===== src/crsf_pkg.sv =====
// shared types, register codes and reset defaults for the crsf frame parser
package crsf_pkg;

  localparam int unsigned ByteW = 8;
  localparam int unsigned CfgIdxW = 8;

  // configuration register indexes
  typedef enum logic [CfgIdxW-1:0] {
    REG_SYNC_ADDR = 8'd0,
    REG_TX_ADDR   = 8'd1,
    REG_RX_ADDR   = 8'd2,
    REG_LEN_LIMIT = 8'd3,
    REG_CRC_POLY  = 8'd4
  } crsf_reg_t;

  // parser phase, one-hot
  typedef enum logic [2:0] {
    PH_IDLE   = 3'b001,
    PH_LENGTH = 3'b010,
    PH_BODY   = 3'b100
  } crsf_phase_t;

  typedef struct packed {
    logic [ByteW-1:0] sync_address;
    logic [ByteW-1:0] transmitter_address;
    logic [ByteW-1:0] receiver_address;
    logic [ByteW-1:0] length_limit;
    logic [ByteW-1:0] crc_polynomial;
  } crsf_cfg_t;

  typedef struct packed {
    logic             accepted;
    logic [ByteW-1:0] byte_out;
    logic [ByteW-1:0] byte_position;
    logic             in_frame;
    logic             frame_end;
    logic             frame_good;
  } crsf_result_t;

  localparam logic [ByteW-1:0] RstSyncAddr = 8'd200;
  localparam logic [ByteW-1:0] RstTxAddr   = 8'd234;
  localparam logic [ByteW-1:0] RstRxAddr   = 8'd236;
  localparam logic [ByteW-1:0] RstLenLimit = 8'd64;
  localparam logic [ByteW-1:0] RstCrcPoly  = 8'd213;

endpackage


===== src/crsf_if.sv =====
// valid/ready channel interfaces for input words, result words and config writes
interface crsf_in_if;
  logic       valid;
  logic       ready;
  logic [7:0] data_byte;
  modport source (output valid, output data_byte, input ready);
  modport sink   (input valid, input data_byte, output ready);
endinterface

interface crsf_out_if;
  logic       valid;
  logic       ready;
  logic       accepted;
  logic [7:0] byte_out;
  logic [7:0] byte_position;
  logic       in_frame;
  logic       frame_end;
  logic       frame_good;
  modport source (output valid, output accepted, output byte_out, output byte_position,
                  output in_frame, output frame_end, output frame_good, input ready);
  modport sink   (input valid, input accepted, input byte_out, input byte_position,
                  input in_frame, input frame_end, input frame_good, output ready);
endinterface

interface crsf_cfg_if;
  logic       valid;
  logic       ready;
  logic [7:0] index;
  logic [7:0] data;
  modport source (output valid, output index, output data, input ready);
  modport sink   (input valid, input index, input data, output ready);
endinterface


===== src/crsf_frame_parser_core.sv =====
// top level of the crsf frame parser: config registers, parser and result buffer
// the result word of an accepted input word is registered before it appears on out_ch
// throughput: one word per cycle while the skid is free; the crc-8 update is xor logic
// the result register plus one skid entry keep input open while a result waits
// reset (rst_n low, synchronous): parser idle, counters and crc zero,
// config registers back to their defaults (addresses 200/234/236, limit 64, poly 0xd5)
module crsf_frame_parser_core (
  input  logic  clk,
  input  logic  rst_n,
  crsf_in_if.sink    in_ch,
  crsf_out_if.source out_ch,
  crsf_cfg_if.sink   cfg_ch
);

  crsf_pkg::crsf_cfg_t    cfg_r;
  crsf_pkg::crsf_result_t result;
  crsf_pkg::crsf_result_t out_data;
  logic                   can_push;
  logic                   in_take;
  logic                   cfg_take;

  // config writes are always taken
  assign cfg_ch.ready = 1'b1;
  assign cfg_take     = cfg_ch.valid;

  always_ff @(posedge clk) begin
    if (!rst_n) begin
      cfg_r.sync_address        <= crsf_pkg::RstSyncAddr;
      cfg_r.transmitter_address <= crsf_pkg::RstTxAddr;
      cfg_r.receiver_address    <= crsf_pkg::RstRxAddr;
      cfg_r.length_limit        <= crsf_pkg::RstLenLimit;
      cfg_r.crc_polynomial      <= crsf_pkg::RstCrcPoly;
    end else if (cfg_take) begin
      case (cfg_ch.index)
        crsf_pkg::REG_SYNC_ADDR: cfg_r.sync_address        <= cfg_ch.data;
        crsf_pkg::REG_TX_ADDR:   cfg_r.transmitter_address <= cfg_ch.data;
        crsf_pkg::REG_RX_ADDR:   cfg_r.receiver_address    <= cfg_ch.data;
        crsf_pkg::REG_LEN_LIMIT: cfg_r.length_limit        <= cfg_ch.data;
        crsf_pkg::REG_CRC_POLY:  cfg_r.crc_polynomial      <= cfg_ch.data;
        default: begin
          // writes beyond the register list are dropped
        end
      endcase
    end
  end

  // input is open whenever the skid entry is free
  assign in_ch.ready = can_push;
  assign in_take     = in_ch.valid & can_push;

  // state update and result decode on the accepted word
  crsf_parser u_parser (
    .clk       (clk),
    .rst_n     (rst_n),
    .take      (in_take),
    .data_byte (in_ch.data_byte),
    .cfg       (cfg_r),
    .result    (result)
  );

  // result register and skid entry between the two sides
  crsf_out_buf u_out_buf (
    .clk       (clk),
    .rst_n     (rst_n),
    .push      (in_take),
    .push_data (result),
    .can_push  (can_push),
    .out_valid (out_ch.valid),
    .out_ready (out_ch.ready),
    .out_data  (out_data)
  );

  assign out_ch.accepted      = out_data.accepted;
  assign out_ch.byte_out      = out_data.byte_out;
  assign out_ch.byte_position = out_data.byte_position;
  assign out_ch.in_frame      = out_data.in_frame;
  assign out_ch.frame_end     = out_data.frame_end;
  assign out_ch.frame_good    = out_data.frame_good;

endmodule


===== src/crsf_crc8.sv =====
// byte-wide crc-8 update, msb first, programmable polynomial
module crsf_crc8 (
  input  logic [7:0] crc_in,
  input  logic [7:0] data_in,
  input  logic [7:0] poly,
  output logic [7:0] crc_out
);

  always_comb begin
    logic [7:0] c;
    c = crc_in ^ data_in;
    for (int i = 0; i < 8; i++) begin
      if (c[7]) begin
        c = {c[6:0], 1'b0} ^ poly;
      end else begin
        c = {c[6:0], 1'b0};
      end
    end
    crc_out = c;
  end

endmodule


===== src/crsf_parser.sv =====
// frame recognizer: phase, body counter, length and running crc with result logic
module crsf_parser (
  input  logic                  clk,
  input  logic                  rst_n,
  input  logic                  take,
  input  logic [7:0]            data_byte,
  input  crsf_pkg::crsf_cfg_t   cfg,
  output crsf_pkg::crsf_result_t result
);

  crsf_pkg::crsf_phase_t phase_r, phase_nxt;
  logic [7:0] body_count_r, body_count_nxt;
  logic [7:0] frame_length_r, frame_length_nxt;
  logic [7:0] crc_r, crc_nxt;
  logic [7:0] crc_upd;
  logic [7:0] count_inc;

  crsf_crc8 u_crc (
    .crc_in  (crc_r),
    .data_in (data_byte),
    .poly    (cfg.crc_polynomial),
    .crc_out (crc_upd)
  );

  assign count_inc = body_count_r + 8'd1;

  always_comb begin
    phase_nxt        = crsf_pkg::PH_IDLE;
    body_count_nxt   = body_count_r;
    frame_length_nxt = frame_length_r;
    crc_nxt          = crc_r;
    result           = '0;
    result.byte_out  = data_byte;
    case (phase_r)
      crsf_pkg::PH_LENGTH: begin
        result.byte_position = 8'd1;
        // zero length or a length at or above the limit drops back to idle
        if (data_byte != 8'd0 && data_byte < cfg.length_limit) begin
          frame_length_nxt = data_byte;
          body_count_nxt   = 8'd0;
          crc_nxt          = 8'd0;
          phase_nxt        = crsf_pkg::PH_BODY;
          result.accepted  = 1'b1;
          result.in_frame  = 1'b1;
        end
      end
      crsf_pkg::PH_BODY: begin
        result.byte_position = body_count_r + 8'd2;
        result.in_frame      = 1'b1;
        body_count_nxt       = count_inc;
        if (count_inc == frame_length_r) begin
          // last body word is the received crc
          result.frame_end  = 1'b1;
          result.frame_good = (data_byte == crc_r);
          result.accepted   = (data_byte == crc_r);
        end else begin
          crc_nxt         = crc_upd;
          phase_nxt       = crsf_pkg::PH_BODY;
          result.accepted = 1'b1;
        end
      end
      default: begin
        if (data_byte == cfg.sync_address || data_byte == cfg.transmitter_address ||
            data_byte == cfg.receiver_address) begin
          body_count_nxt  = 8'd0;
          phase_nxt       = crsf_pkg::PH_LENGTH;
          result.accepted = 1'b1;
          result.in_frame = 1'b1;
        end
      end
    endcase
  end

  always_ff @(posedge clk) begin
    if (!rst_n) begin
      phase_r        <= crsf_pkg::PH_IDLE;
      body_count_r   <= 8'd0;
      frame_length_r <= 8'd0;
      crc_r          <= 8'd0;
    end else if (take) begin
      phase_r        <= phase_nxt;
      body_count_r   <= body_count_nxt;
      frame_length_r <= frame_length_nxt;
      crc_r          <= crc_nxt;
    end
  end

endmodule


===== src/crsf_out_buf.sv =====
// result register with one skid entry
module crsf_out_buf (
  input  logic                   clk,
  input  logic                   rst_n,
  input  logic                   push,
  input  crsf_pkg::crsf_result_t push_data,
  output logic                   can_push,
  output logic                   out_valid,
  input  logic                   out_ready,
  output crsf_pkg::crsf_result_t out_data
);

  logic                   out_valid_r;
  logic                   skid_valid_r;
  crsf_pkg::crsf_result_t out_data_r;
  crsf_pkg::crsf_result_t skid_data_r;
  logic                   pop;

  assign pop       = out_valid_r & out_ready;
  assign can_push  = ~skid_valid_r;
  assign out_valid = out_valid_r;
  assign out_data  = out_data_r;

  always_ff @(posedge clk) begin
    if (!rst_n) begin
      out_valid_r  <= 1'b0;
      skid_valid_r <= 1'b0;
    end else if (skid_valid_r) begin
      if (pop) begin
        skid_valid_r <= 1'b0;
      end
    end else if (push) begin
      if (out_valid_r && !pop) begin
        skid_valid_r <= 1'b1;
      end else begin
        out_valid_r <= 1'b1;
      end
    end else if (pop) begin
      out_valid_r <= 1'b0;
    end
  end

  always_ff @(posedge clk) begin
    if (skid_valid_r) begin
      if (pop) begin
        out_data_r <= skid_data_r;
      end
    end else if (push) begin
      if (out_valid_r && !pop) begin
        skid_data_r <= push_data;
      end else begin
        out_data_r <= push_data;
      end
    end
  end

endmodule


===== src/flat_wrapper.sv =====
// flat-port wrapper written by rule: the top's interface ports become plain ports
module crsf_frame_parser_core_flat 
  (clk, rst_n, in_ch_valid, in_ch_data_byte, in_ch_ready, out_ch_valid, out_ch_accepted, out_ch_byte_out, out_ch_byte_position, out_ch_in_frame, out_ch_frame_end, out_ch_frame_good, out_ch_ready, cfg_ch_valid, cfg_ch_index, cfg_ch_data, cfg_ch_ready);
  crsf_in_if in_ch_i ();
  crsf_out_if out_ch_i ();
  crsf_cfg_if cfg_ch_i ();
  input  logic clk;
  input  logic rst_n;
  input wire logic [$bits(in_ch_i.valid)-1:0] in_ch_valid;
  input wire logic [$bits(in_ch_i.data_byte)-1:0] in_ch_data_byte;
  output wire logic [$bits(in_ch_i.ready)-1:0] in_ch_ready;
  output wire logic [$bits(out_ch_i.valid)-1:0] out_ch_valid;
  output wire logic [$bits(out_ch_i.accepted)-1:0] out_ch_accepted;
  output wire logic [$bits(out_ch_i.byte_out)-1:0] out_ch_byte_out;
  output wire logic [$bits(out_ch_i.byte_position)-1:0] out_ch_byte_position;
  output wire logic [$bits(out_ch_i.in_frame)-1:0] out_ch_in_frame;
  output wire logic [$bits(out_ch_i.frame_end)-1:0] out_ch_frame_end;
  output wire logic [$bits(out_ch_i.frame_good)-1:0] out_ch_frame_good;
  input wire logic [$bits(out_ch_i.ready)-1:0] out_ch_ready;
  input wire logic [$bits(cfg_ch_i.valid)-1:0] cfg_ch_valid;
  input wire logic [$bits(cfg_ch_i.index)-1:0] cfg_ch_index;
  input wire logic [$bits(cfg_ch_i.data)-1:0] cfg_ch_data;
  output wire logic [$bits(cfg_ch_i.ready)-1:0] cfg_ch_ready;
  assign in_ch_i.valid = in_ch_valid;
  assign in_ch_i.data_byte = in_ch_data_byte;
  assign in_ch_ready = in_ch_i.ready;
  assign out_ch_valid = out_ch_i.valid;
  assign out_ch_accepted = out_ch_i.accepted;
  assign out_ch_byte_out = out_ch_i.byte_out;
  assign out_ch_byte_position = out_ch_i.byte_position;
  assign out_ch_in_frame = out_ch_i.in_frame;
  assign out_ch_frame_end = out_ch_i.frame_end;
  assign out_ch_frame_good = out_ch_i.frame_good;
  assign out_ch_i.ready = out_ch_ready;
  assign cfg_ch_i.valid = cfg_ch_valid;
  assign cfg_ch_i.index = cfg_ch_index;
  assign cfg_ch_i.data = cfg_ch_data;
  assign cfg_ch_ready = cfg_ch_i.ready;
  crsf_frame_parser_core u_core (.clk(clk), .rst_n(rst_n), .in_ch(in_ch_i), .out_ch(out_ch_i), .cfg_ch(cfg_ch_i));
endmodule

===== config.mk =====
export PLATFORM = sky130hd
export DESIGN_NAME = crsf_frame_parser_core_flat
export DESIGN_NICKNAME = d
export VERILOG_FILES = /design/src/crsf_pkg.sv /design/src/crsf_if.sv /design/src/crsf_frame_parser_core.sv /design/src/crsf_crc8.sv /design/src/crsf_parser.sv /design/src/crsf_out_buf.sv /design/src/flat_wrapper.sv
export SDC_FILE = /design/constraint.sdc
export NUM_CORES = 1
export LEC_CHECK = 0
export BUFFER_PORTS_ARGS = -buffer_cell sky130_fd_sc_hd__clkbuf_2
export CAP_MARGIN = 10
export CELL_PAD_IN_SITES_DETAIL_PLACEMENT = 0
export CELL_PAD_IN_SITES_GLOBAL_PLACEMENT = 2
export CORE_ASPECT_RATIO = 0.6
export CORE_MARGIN = 2
export CORE_UTILIZATION = 38
export CTS_BUF_LIST = sky130_fd_sc_hd__clkbuf_8
export CTS_CLUSTER_SIZE = 24
export DETAILED_ROUTE_END_ITERATION = 16
export PLACE_DENSITY_LB_ADDON = 0.1
export SYNTH_ARGS = -nofsm -noshare
export SYNTH_HDL_FRONTEND = slang
export SYNTH_HIERARCHICAL = 1
export SYNTH_SLANG_ARGS = --single-unit

===== constraint.sdc =====
create_clock -name clk -period 6.5 [get_ports clk]
set_input_delay 0.325 -clock clk [delete_from_list [all_inputs] [get_ports clk]]
set_output_delay 0.325 -clock clk [all_outputs]
set_load 0.005 [all_outputs]

* Yosys cells after proc, flatten, opt, wreduce, memory -nomap -nowiden *
Index checks and enable logic that the tools add are counted.

cells by class
  $add $sub $neg = 2
  order comparisons = 1
  reduce and logical (&&, ||, !) cells = 22
  bitwise logic cells = 12
  multiplexer cells = 36
  equal/unequal tests = 16

operator list
  kind                 number
  $mux 8               11
  $mux 20              4
  $xor 8x8->8          9
  $pmux 8 s2           3
  $eq 8x8->1           5
  $eq 8x2->1 const B   2
  $reduce_and 3->1     5
  $mux 1               10
  $reduce_and 2->1     5
  $add 8x1->8 const B  1
  $add 8x2->8 const B  1
  $eq 8x1->1 const B   1
  $eq 8x3->1 const B   1
  $logic_not 8->1      1
  $lt 8x8->1           1
  $ne 2x2->1 const B   4
  $reduce_bool 8->1    1
  $mux 2               3
  $mux 3               2
  $pmux 3 s2           1
  $reduce_bool 2->1    3
  $pmux 1 s2           2
  $reduce_and 4->1     1
  $eq 3x2->1 const B   1
  8 further kinds      11

word-level totals
  input port bits = 29
  word-level logic and storage cells = 112
  output and inout port bits = 23
  bits in registers = 109

* Logic depth before layout (Yosys ltp) *
Gate-level depths: netlist of run 1.

  depth after elaboration = 19
  mapped depth = 13
  mapped depth without buffers = 12

* Cells and area by module *
Netlist of run 1, hierarchy kept.

by module, submodules not included
  module                  seq. area each (um^2)  cells each  instances  area an instance (um^2)
  crsf_parser             540.5                  260         1          2135.8
  crsf_out_buf            1241.2                 77          1          1654.1
  crsf_frame_parser_core  800.8                  155         1          1554.0
  crsf_crc8               0.0                    197         1          1462.7

* Least setup slack after synthesis of run 1 *
OpenSTA, ideal clock, no wires.

  path kind = register -> register
  from = register u_core.u_parser.crc_r[7]
  to = register u_core.u_parser.crc_r[3]
  arrival = 3627 ps
  required time = 6383 ps
  clock period less this slack = 3744 ps
  setup time = 117 ps
  setup slack = 2756 ps
  cell stages (with the launch flop) = 14
  cell sequence = dfxtp_1 xor2_1 buf_4 nor2_1 a311o_1 a311o_1 or3_1 and2_1 xor3_2 a211oi_4 o21ai_1 xnor3_1 xor2_1 a22o_1

on the way
  longest elaborated chain between the ends = 17

ends and longest elaborated chain
  element                                       line                              RTL
  start: declaration                            crsf_parser.sv:14                 logic [7:0] crc_r, crc_nxt;
  start signal: assignment                      crsf_parser.sv:84                 crc_r <= crc_nxt;
  $xor 8x8->8 (*)                               crsf_crc8.sv:11                   c = crc_in ^ data_in;
  $mux 8 (*)                                    crsf_crc8.sv:13                   if (c[7]) begin
  $xor 8x8->8                                   crsf_crc8.sv:14                   c = {c[6:0], 1'b0} ^ poly;
  $mux 8 (*)                                    crsf_crc8.sv:13
  $xor 8x8->8                                   crsf_crc8.sv:14
  $mux 8 (*)                                    crsf_crc8.sv:13
  $xor 8x8->8                                   crsf_crc8.sv:14
  $mux 8 (*) (2 in a row)                       crsf_crc8.sv:13
  $xor 8x8->8 / $mux 8 (equally long branches)  crsf_crc8.sv:14, crsf_crc8.sv:13
  $mux 8 (*)                                    crsf_crc8.sv:13
  $xor 8x8->8 / $mux 8 (equally long branches)  crsf_crc8.sv:14, crsf_crc8.sv:13
  $mux 8 (*)                                    crsf_crc8.sv:13
  $xor 8x8->8 / $mux 8 (equally long branches)  crsf_crc8.sv:14, crsf_crc8.sv:13
  $mux 8 (*)                                    crsf_crc8.sv:13
  net u_core.u_parser.crc_upd[3]                crsf_parser.sv:15                 logic [7:0] crc_upd;
  $mux 8 (*)                                    crsf_parser.sv:51                 if (count_inc == frame_length_r) begin
  $pmux 8 s2 (*)                                crsf_parser.sv:34                 case (phase_r)

Mark *: on every way through the listed nets, which the timed path passes. The rest lies on a longest branch. The select of a mux whose other input is x is not followed.
A chain may end at the register's enable or synchronous reset.

* Worst setup path in the final report of run 1 *
  from = register u_core/cfg_r[7] (netlist bit)
  to = register u_core.u_parser.crc_r[3]

on the way
  longest elaborated chain between the ends = 16

ends and longest elaborated chain
  element                                       line                              RTL
  start: declaration                            crsf_frame_parser_core.sv:15      crsf_pkg::crsf_cfg_t cfg_r;
  $xor 8x8->8                                   crsf_crc8.sv:14
  $mux 8 (2 in a row)                           crsf_crc8.sv:13
  $xor 8x8->8                                   crsf_crc8.sv:14
  $mux 8                                        crsf_crc8.sv:13
  $xor 8x8->8                                   crsf_crc8.sv:14
  $mux 8                                        crsf_crc8.sv:13
  $mux 8 / $xor 8x8->8 (equally long branches)  crsf_crc8.sv:13, crsf_crc8.sv:14
  $xor 8x8->8 / $mux 8 (equally long branches)  crsf_crc8.sv:14, crsf_crc8.sv:13
  $mux 8 / $xor 8x8->8 (equally long branches)  crsf_crc8.sv:13, crsf_crc8.sv:14
  $xor 8x8->8 / $mux 8 (equally long branches)  crsf_crc8.sv:14, crsf_crc8.sv:13
  $mux 8 (*)                                    crsf_crc8.sv:13
  $xor 8x8->8 / $mux 8 (equally long branches)  crsf_crc8.sv:14, crsf_crc8.sv:13
  $mux 8 (*)                                    crsf_crc8.sv:13
  net u_core.u_parser.crc_upd[3]                crsf_parser.sv:15
  $mux 8 (*)                                    crsf_parser.sv:51
  $pmux 8 s2 (*)                                crsf_parser.sv:34

Marked as above.

==> flow_metrics.py, run 1 <==
metrics = {
    "worst_setup_path": {
        "cp_max_fo": 21,
        "rr_endpoint": "u_core/u_parser/crc_r[3]$_SDFFE_PN0P_",
        "arrival_ns": 5.11,
        "timing.rr.start": "u_core/cfg_r[7]$_SDFFE_PN1P_",
        "r2r_cells": 12,
        "endpoint": "u_core/u_parser/crc_r[3]$_SDFFE_PN0P_",
        "worstSetupPathType": "reg -> reg",
        "cp.required_ns": 6.78,
        "cp-start-kind": "flip-flop",
        "r2r_setup_slack_ns": 1.67,
        "crit_start": "u_core/cfg_r[7]$_SDFFE_PN1P_",
        "critPathCaptureType": "flip-flop",
    },
    "yosys": {
        "synth_warnings": 6,
        "synth_cells": 689,
        "async_reset_ff_frac": 0,
        "yosysSeqAreaShare": 0.379,
        "synth-seq-cells": 109,
        "ys.flop_type": "dfxtp_1",
        "syn_area_per_cell_um2": 9.88,
        "netlist_area_um2": 6810,
        "synth_edf_count": 40,
        "synth_cell_type_count": 75,
        "synthesis.nets": 727,
    },
    "job": {
        "drv_cap": 0,
    },
    "grt": {
        "grt_max_degree": 48,
        "grt_use_total": 0.189,
        "grt_pass1_vias": 4795,
        "gr-total-overflow": 0,
        "grt_pass1_wl_um": 27300,
        "antenna_found_initial": 0,
    },
    "clocking": {
        "clock_latency_ns": 0.38,
        "cts_max_path_buffers": 2,
        "postCtsSetupBuffers": 0,
        "postCtsHoldBufs": 0,
        "cts-htree-levels": 3,
        "ctsResizeCount": 0,
        "cts_buffers": 9,
        "cts.sinks": 109,
        "clk_pin_slew_ns": 0.11,
        "tritoncts": "yes",
        "cts_root_buf": "clkbuf_8",
    },
    "timing": {
        "tns_ns": 0,
        "finClkSkew_ns": 0.0157,
        "relSlewSlack": 0.282,
        "setup_viol": 0,
        "fin_crit_ns": 4.83,
        "worstMarginPinSlew_ns": 1.08,
        "fin_crit_sh": 0.743,
        "fmax_ghz": 0.207,
        "rsz0062_at_grt": "no",
        "slew_viol_final": 0,
        "finalHoldViolations": 0,
    },
    "detailed_routing": {
        "drc": 0,
        "drt_wl_total_um": 17400,
        "drt-wirelength-per-cell_um": 18.4,
        "via_count": 5004,
        "firstDrtPassIters": 5,
        "drtIter0Drc": 334,
        "viasPerCell": 5.31,
        "drtAntennaViolNets": 0,
    },
    "final_layout": {
        "area_delta_synth_final_pct": 7.02,
        "diodes": 0,
        "fill_cells": 1703,
        "final_common_cell": "nand2_1",
        "final_cell_mix": "nand2_1 (81), dfxtp_1 (69), nor2_1 (56)",
        "final_cells": 942,
        "final_nets": 741,
        "drive_gt1_frac": 0.157,
        "fin_area_um2": 7280,
    },
    "placement": {
        "gp_congestion": 0.782,
        "dp_cells": 926,
        "portBuffers": 50,
        "place_area_um2": 7080,
        "dp.final_hpwl_um": 13100,
    },
    "die": {
        "die_height_um": 108,
        "initial_core_util": 0.393,
        "die_area_um2": 19000,
        "die_w_um": 177,
        "rows": 37,
        "io_pins": 52,
        "design.core.area_um2": 17300,
    },
    "power_and_ir_drop": {
        "p_clk_frac": 0.278,
        "p_switching_mw": 0.470,
        "p_per_area_nw_per_um2": 215,
        "ir_worst_vdd_mv": 0.104,
        "power_frac_comb": 0.256,
        "internal_power_mw": 1.10,
        "seqPwrFrac": 0.466,
        "swShare": 0.299,
        "total_power_mw": 1.57,
        "leakagePower_nw": 3.12,
    },
    "worst_hold_path": {
        "hp-class": "in -> reg",
        "hold_depth": 2,
    },
    "status": {
        "status": "complete, no violations",
    },
}
## cell type report
class	count	area [um^2]	share of cell area
Clock inverter	7	81.3	0.0112
Clock buffer	9	124	0.0170
Tap cell	234	293	0.0402
Sequential cell	109	2580	0.355
Inverter	16	60.1	0.00824
Multi-Input combinational cell	515	3880	0.532
Timing Repair Buffer	52	265	0.0364
## synthesized netlist by cell type (all sizes together), types with 8 or more instances
master	n	area [um^2]
a211oi	9	85.1
a21oi	17	85.1
a22o	8	70.1
buf	27	206
clkbuf	22	82.6
dfxtp	69	1380
edfxtp	40	1200
ha	9	113
inv	13	48.8
mux2	20	289
mux2i	55	551
nand2	81	304
nand3	13	75.1
nor2	57	216
nor2b	12	75.1
nor3b	8	65.1
nor4	13	96.3
o211ai	10	80.1
o21ai	20	104
xnor2	33	304
xor2	55	489
## worst max-delay path, cell delays in order (launching register included)
cell and delay, ns:
dfxtp_1 0.82, inv_1 0.38, o21ai_0 0.57, nand2_1 0.17, o211a_1 0.25, a211oi_1 0.33
xnor2_1 0.32, xor3_2 0.59, a211oi_4 0.39, o21ai_1 0.16, xnor3_1 0.39, xor2_1 0.17
a22o_1 0.20
## metrics by stage
stage / hold slack (ns) / utilization / setup slack, ns
floorplan: 0.422 / - / 2.76
global placement: 0.452 / 0.409 / 1.85
detailed placement: 0.456 / 0.409 / 1.73
CTS: 0.129 / 0.421 / 1.74
global route: 0.138 / 0.421 / 1.31
finish: 0.147 / 0.421 / 1.67
## registers in the layout, indices dropped and copies added (netlist names)
register                        cells
u_core/cfg_r                       40
u_core/u_out_buf/out_data          20
u_core/u_out_buf/out_valid          1
u_core/u_out_buf/skid_data_r       20
u_core/u_out_buf/skid_valid_r       1
u_core/u_parser/body_count_r        8
u_core/u_parser/crc_r               8
u_core/u_parser/frame_length_r      8
u_core/u_parser/phase_r             3
## how the worst min path moves through the flow
stage | from | endpoint | slack (ns)
after floorplan | out_ch_ready | u_core/u_out_buf/skid_valid_r$_SDFF_PN0_ | 0.42
after global placement | u_core/cfg_r[10]$_SDFFE_PN0P_ | u_core/cfg_r[10]$_SDFFE_PN0P_ | 0.45
after detailed placement | u_core/cfg_r[11]$_SDFFE_PN0P_ | u_core/cfg_r[11]$_SDFFE_PN0P_ | 0.46
after CTS | out_ch_ready | u_core/u_out_buf/skid_valid_r$_SDFF_PN0_ | 0.13
after global routing | out_ch_ready | u_core/u_out_buf/skid_valid_r$_SDFF_PN0_ | 0.14
final | out_ch_ready | u_core/u_out_buf/skid_valid_r$_SDFF_PN0_ | 0.15
## logic make-up (layout without fill, tap and decap cells)
kind of cell | after synthesis | after routing | synth area share
AO/OA/AOI/OAI | 95 | 95 | 0.100
XOR/XNOR | 97 | 97 | 0.147
adder cells (fa/ha/maj) | 9 | 9 | 0.0165
buffers and inverters | 65 | 84 | 0.0513
flip-flops | 109 | 109 | 0.379
multiplexers | 75 | 75 | 0.123
other | 1 | 1 | 0.000551
AND/OR/NAND/NOR | 238 | 238 | 0.182
## routing by layer
metal / share of wire / track usage / up-vias
li1: - / - / 2448
met1: 0.57 / 0.306 / 2419
met2: 0.38 / 0.258 / 129
met3: 0.046 / 0.0311 / 8
met4: 0.0050 / 0.0307 / 0
met5: 0 / 0 / -
## power by group through the flow
stage | registers (mW) | clock network, mW | logic [mW]
5_1_grt | 0.734 | 0.474 | 0.438
4_1_cts | 0.732 | 0.453 | 0.402
3_3_place_gp | 0.747 | 0 | 0.399
2_1_floorplan | 0.748 | 0 | 0.314
6_report | 0.732 | 0.436 | 0.402
3_5_place_dp | 0.748 | 0 | 0.399
Note: power is estimated with default switching activity, not from simulation.
==> inputs of run 2 (changes only) <==
- clock period: 6.5 -> 4.68 ns (I/O delays scaled with it)
==> flow_metrics.py, run 2 (synthesized netlist as in run 1, its figures left out) <==
metrics = {
    "worst_hold_path": {
        "holdCritStartpoint": "out_ch_ready",
        "hp-class": "in -> reg",
    },
    "detailed_routing": {
        "drc": 0,
        "via_count": 5041,
        "drt-wirelength-per-cell_um": 18.5,
        "firstDrtPassIters": 5,
        "viasPerCell": 5.28,
        "drt_wl_total_um": 17700,
        "drtAntennaViolNets": 0,
        "drtIter0Drc": 482,
    },
    "timing": {
        "relSlewSlack": 0.249,
        "setup_ws_ns": 0.375,
        "setup_viol": 0,
        "finClkSkew_ns": 0.0152,
        "rsz0062_at_grt": "no",
        "slew_viol_final": 0,
        "finalHoldViolations": 0,
        "tns_ns": 0,
        "fmax_ghz": 0.232,
        "worstMarginPinSlew_ns": 1.13,
        "fin_crit_ns": 4.31,
        "fin_crit_sh": 0.920,
    },
    "grt": {
        "antenna_found_initial": 0,
        "grt_pass1_vias": 4775,
        "gr-total-overflow": 0,
        "grt_pass1_wl_um": 28100,
        "grt_use_total": 0.194,
        "grt_max_degree": 38,
    },
    "worst_setup_path": {
        "crit_slowest_cell": "dfxtp_1",
        "worstSetupPathType": "reg -> reg",
        "cp_top_family": "XOR/XNOR gates",
        "cp_common_cell": "xnor2_1",
        "critical_path.cell_chain": "clkinv_1 -> nor3_1 -> buf_4 -> or2_2 -> mux2i_1 -> a211oi_1 -> xnor2_1 -> xor3_2 -> a211oi_4 -> o21ai_2 -> xor3_1 -> xnor2_1 -> a22o_1",
        "crit_buf_inv": 2,
        "cp_max_fo": 10,
        "arrival_ns": 4.58,
        "timing.rr.start": "u_core/cfg_r[6]$_SDFFE_PN1P_",
        "crit_start": "u_core/cfg_r[6]$_SDFFE_PN1P_",
        "cp_slowest_stage_delay_ns": 0.57,
        "cp-start-kind": "flip-flop",
        "critPathCaptureType": "flip-flop",
        "cp.required_ns": 4.95,
    },
    "final_layout": {
        "largest-register": "u_core/cfg_r",
        "diodes": 0,
        "largest_register_ffs": 40,
        "fin_area_um2": 7360,
        "area_delta_synth_final_pct": 8.14,
        "final_cell_mix": "nand2_1 (81), dfxtp_1 (68), nor2_1 (56)",
        "final_common_cell": "nand2_1",
        "drive_gt1_frac": 0.173,
        "final_nets": 754,
    },
    "clocking": {
        "cts_max_path_buffers": 2,
        "tritoncts": "yes",
        "postCtsHoldBufs": 0,
        "cts_buffers": 9,
        "cts.sinks": 109,
        "cts_root_buf": "clkbuf_8",
        "cts-htree-levels": 3,
        "clock_latency_ns": 0.37,
        "clk_pin_slew_ns": 0.11,
    },
    "die": {
        "die_w_um": 177,
        "initial_core_util": 0.393,
        "die_area_um2": 19000,
        "design.core.area_um2": 17300,
        "die_height_um": 108,
        "io_pins": 52,
        "rows": 37,
    },
    "power_and_ir_drop": {
        "total_power_mw": 2.15,
        "leakagePower_nw": 3.17,
        "internal_power_mw": 1.48,
        "ir_worst_vdd_mv": 0.144,
        "p_switching_mw": 0.668,
        "swShare": 0.311,
        "seqPwrFrac": 0.473,
        "power_frac_comb": 0.270,
        "p_per_area_nw_per_um2": 292,
        "p_clk_frac": 0.257,
    },
    "status": {
        "status": "complete, no violations",
    },
    "job": {
        "drv_cap": 0,
    },
    "placement": {
        "dp_slack_ns": 0.402,
        "gp_congestion": 0.862,
        "place_area_um2": 7180,
        "dp.final_hpwl_um": 13200,
        "portBuffers": 50,
    },
}
==> run 2: cell count changes in the layout (fill, tap and decap cells not counted) <==
cell        before  now
inv_1           13   14
clkinvlp_4       1    2
buf_4            2   15
dfxtp_1         69   68
bufinv_16        1    0
dfxtp_2          0    1
clkinv_1         4    3
==> run 2: worst register-to-register path: cells and delay by family, from the launching register on <==
kind	cells	cell delay, ns
DFF	1	0.57
muxes	1	0.08
xor gates and xnor gates	4	1.41
and+or+nand+nor	2	0.46
buffers and inverters	2	0.58
AOI/OAI and AO/OA	4	1.10
==> run 2: per-layer routing <==
metal	global-route usage	wire, um	part of all wire
met5	0	0	0
met1	0.319	10000	0.57
met4	0.0248	43	0.0024
met3	0.0466	1080	0.061
met2	0.252	6530	0.37
==> run 2: power groups by stage <==
| stage | clock network [mW] | registers, mW | logic, mW |
|---|---|---|---|
| final | 0.551 | 1.02 | 0.579 |
| after global routing | 0.605 | 1.02 | 0.639 |
| after CTS | 0.570 | 1.02 | 0.575 |
| after detailed placement | 0 | 1.04 | 0.572 |
| after global placement | 0 | 1.04 | 0.576 |
| after floorplan | 0 | 1.04 | 0.437 |
==> run 2: path summary, 6_finish.rpt <==
path,endpoint,slack [ns],depth (start not counted)
hold / removal,u_core/u_out_buf/skid_valid_r$_SDFF_PN0_,0.07,2
setup reg to reg,u_core/u_parser/crc_r[5]$_SDFFE_PN0P_,0.37,13
hold reg to reg,u_core/cfg_r[12]$_SDFFE_PN0P_,0.47,2
setup / recovery,u_core/u_parser/crc_r[5]$_SDFFE_PN0P_,0.37,13
==> run 2: through the flow <==
stage,util,std cells,hold WS [ns]
3_5_place_dp,0.415,939,0.454
5_1_grt,0.425,955,0.0686
4_1_cts,0.425,955,0.0520
6_report,0.425,955,0.0729
3_3_place_gp,0.415,939,0.451
2_1_floorplan,-,689,0.331
==> run 2: repair_timing <==
item / 4_1_cts / 5_1_grt
endpoints found under the hold margin: 0 / 0
buffers inserted: 0 / 0
endpoints found under the setup margin: 0 / 2
gates resized for setup: 0 / 1
==> run 2: layout make-up <==
cell class | instances | area, um^2
clock inverter | 7 | 58.8
sequential | 109 | 2580
tap | 234 | 293
clock buffer | 9 | 124
timing repair buffer | 65 | 363
inverter | 16 | 60.1
multi-input combinational | 515 | 3880
fill | 1713 | 9950
==> inputs of run 3 (changes only) <==
- CORE_UTILIZATION: 38 -> 35
==> flow_metrics.py, run 3 (synthesized netlist as in run 1, its figures left out) <==
metrics = {
    "final_layout": {
        "fill_cells": 1874,
        "drive_gt1_frac": 0.175,
        "final_cell_mix": "nand2_1 (81), dfxtp_1 (69), nor2_1 (56)",
        "final_nets": 755,
        "final_cells": 968,
        "fin_area_um2": 7450,
        "largest_register_ffs": 40,
        "area_delta_synth_final_pct": 9.52,
        "fin_util": 0.392,
        "largest-register": "u_core/cfg_r",
        "diodes": 0,
        "final_common_cell": "nand2_1",
    },
    "detailed_routing": {
        "viasPerCell": 5.23,
        "drt_wl_total_um": 18100,
        "drc": 0,
        "drt-wirelength-per-cell_um": 18.7,
        "drtAntennaViolNets": 0,
        "via_count": 5062,
        "drtIter0Drc": 449,
        "firstDrtPassIters": 5,
    },
    "power_and_ir_drop": {
        "seqPwrFrac": 0.442,
        "swShare": 0.286,
        "leakagePower_nw": 3.22,
        "internal_power_mw": 1.64,
        "p_switching_mw": 0.657,
        "ir_worst_vdd_mv": 0.173,
        "power_frac_comb": 0.249,
        "p_clk_frac": 0.308,
        "p_per_area_nw_per_um2": 308,
    },
    "timing": {
        "fmax_ghz": 0.238,
        "fin_crit_sh": 0.899,
        "hold_ws_ns": 0.0538,
        "finClkSkew_ns": 0.0155,
        "fin_crit_ns": 4.21,
        "relSlewSlack": 0.334,
        "rsz0062_at_grt": "no",
        "tns_ns": 0,
        "slew_viol_final": 0,
        "worstMarginPinSlew_ns": 0.999,
        "finalHoldViolations": 0,
        "setup_viol": 0,
    },
    "grt": {
        "grt_pass1_wl_um": 28000,
        "antenna_found_initial": 0,
        "grt_pass1_vias": 4799,
        "grt_use_total": 0.179,
        "gr-total-overflow": 0,
        "grt_max_degree": 57,
    },
    "worst_setup_path": {
        "r2r_cells": 12,
        "r2r_setup_slack_ns": 0.47,
        "arrival_ns": 4.48,
        "critPathCaptureType": "flip-flop",
        "cp_slowest_stage_delay_ns": 0.63,
        "rr_endpoint": "u_core/u_parser/crc_r[3]$_SDFFE_PN0P_",
        "crit_start": "u_core/u_parser/crc_r[7]$_SDFFE_PN0P_",
        "crit_slowest_cell": "o21ai_0",
        "worstSetupPathType": "reg -> reg",
        "critical_path.cell_chain": "xnor2_2 -> o21ai_0 -> nand2_1 -> o211a_1 -> a211oi_1 -> xnor2_1 -> xor3_2 -> a211oi_4 -> o21ai_1 -> xnor3_1 -> xor2_1 -> a22o_1",
        "cp_max_fo": 8,
        "cp-start-kind": "flip-flop",
        "cp.required_ns": 4.95,
        "timing.rr.start": "u_core/u_parser/crc_r[7]$_SDFFE_PN0P_",
    },
    "worst_hold_path": {
        "hold_depth": 2,
        "hp-class": "in -> reg",
        "holdCritStartpoint": "out_ch_ready",
        "hold_end": "u_core/u_out_buf/skid_valid_r$_SDFF_PN0_",
    },
    "clocking": {
        "cts_max_path_buffers": 2,
        "tritoncts": "yes",
        "cts_root_buf": "clkbuf_8",
        "cts-htree-levels": 3,
        "cts_buffers": 9,
        "clk_pin_slew_ns": 0.11,
        "postCtsHoldBufs": 0,
        "cts.sinks": 109,
        "clock_latency_ns": 0.38,
        "postCtsSetupBuffers": 0,
        "ctsResizeCount": 0,
    },
    "status": {
        "status": "complete, no violations",
    },
    "die": {
        "initial_core_util": 0.358,
        "io_pins": 52,
        "die_area_um2": 20600,
        "die_height_um": 112,
        "design.core.area_um2": 19000,
        "rows": 39,
        "die_w_um": 184,
    },
    "placement": {
        "dp.final_hpwl_um": 13400,
        "dp_cells": 951,
        "portBuffers": 50,
        "gp_congestion": 0.863,
        "place_area_um2": 7190,
    },
    "job": {
        "drv_cap": 0,
    },
}
[run 3: cell types whose count changed in the layout (fill, tap and decap cells not counted)]
cell,delta
dfxtp_2,-1
inv_8,-1
bufinv_16,+3
clkinvlp_4,-2
buf_6,+1
dfxtp_1,+1
inv_6,+1
inv_1,-1
[run 3: metal layers]
metal | track usage | up-vias | share of wire | wire length, um
met5 | 0 | - | 0 | 0
met3 | 0.0386 | 10 | 0.058 | 1050
met4 | 0.0288 | 0 | 0.0071 | 129
li1 | - | 2474 | - | -
met1 | 0.294 | 2431 | 0.56 | 10200
met2 | 0.237 | 147 | 0.37 | 6770
[run 3: area by class of cell]
type / count / area, um^2 / area share
clock buffer: 9 / 124 / 0.0166
clock inverter: 7 / 128 / 0.0171
inverter: 16 / 60.1 / 0.00806
multi-input combinational: 515 / 3880 / 0.520
sequential: 109 / 2580 / 0.346
tap: 246 / 308 / 0.0413
timing repair buffer: 66 / 374 / 0.0502
[run 3: worst max-delay path by stage]
stage / to / cells after the start
final: u_core/u_parser/crc_r[3]$_SDFFE_PN0P_ / 12
after global routing: u_core/u_parser/crc_r[6]$_SDFFE_PN0P_ / 12
after CTS: u_core/u_parser/crc_r[6]$_SDFFE_PN0P_ / 12
after detailed placement: u_core/u_parser/crc_r[4]$_SDFFE_PN0P_ / 12
after global placement: u_core/u_parser/crc_r[3]$_SDFFE_PN0P_ / 12
after floorplan: u_core/u_parser/crc_r[3]$_SDFFE_PN0P_ / 13
[run 3: power by group through the flow]
stage / logic [mW] / registers [mW] / clock network, mW
after floorplan: 0.437 / 1.04 / 0
after global placement: 0.566 / 1.04 / 0
after detailed placement: 0.567 / 1.04 / 0
after CTS: 0.570 / 1.02 / 0.737
after global routing: 0.629 / 1.02 / 0.774
final: 0.573 / 1.02 / 0.709
[run 3: worst max-delay path, delay by kind of cell, from the launching register on]
family          cells  cell delay (ns)
compound gates      6             1.94
xor+xnor            5             1.52
flops               1             0.45
simple gates        1             0.18
[run 3: through the flow]
step	worst slack [ns]	total power, mW
floorplan	0.936	1.47
global placement	0.495	1.60
detailed placement	0.558	1.61
CTS	0.500	2.32
global route	0.185	2.42
finish	0.471	2.30
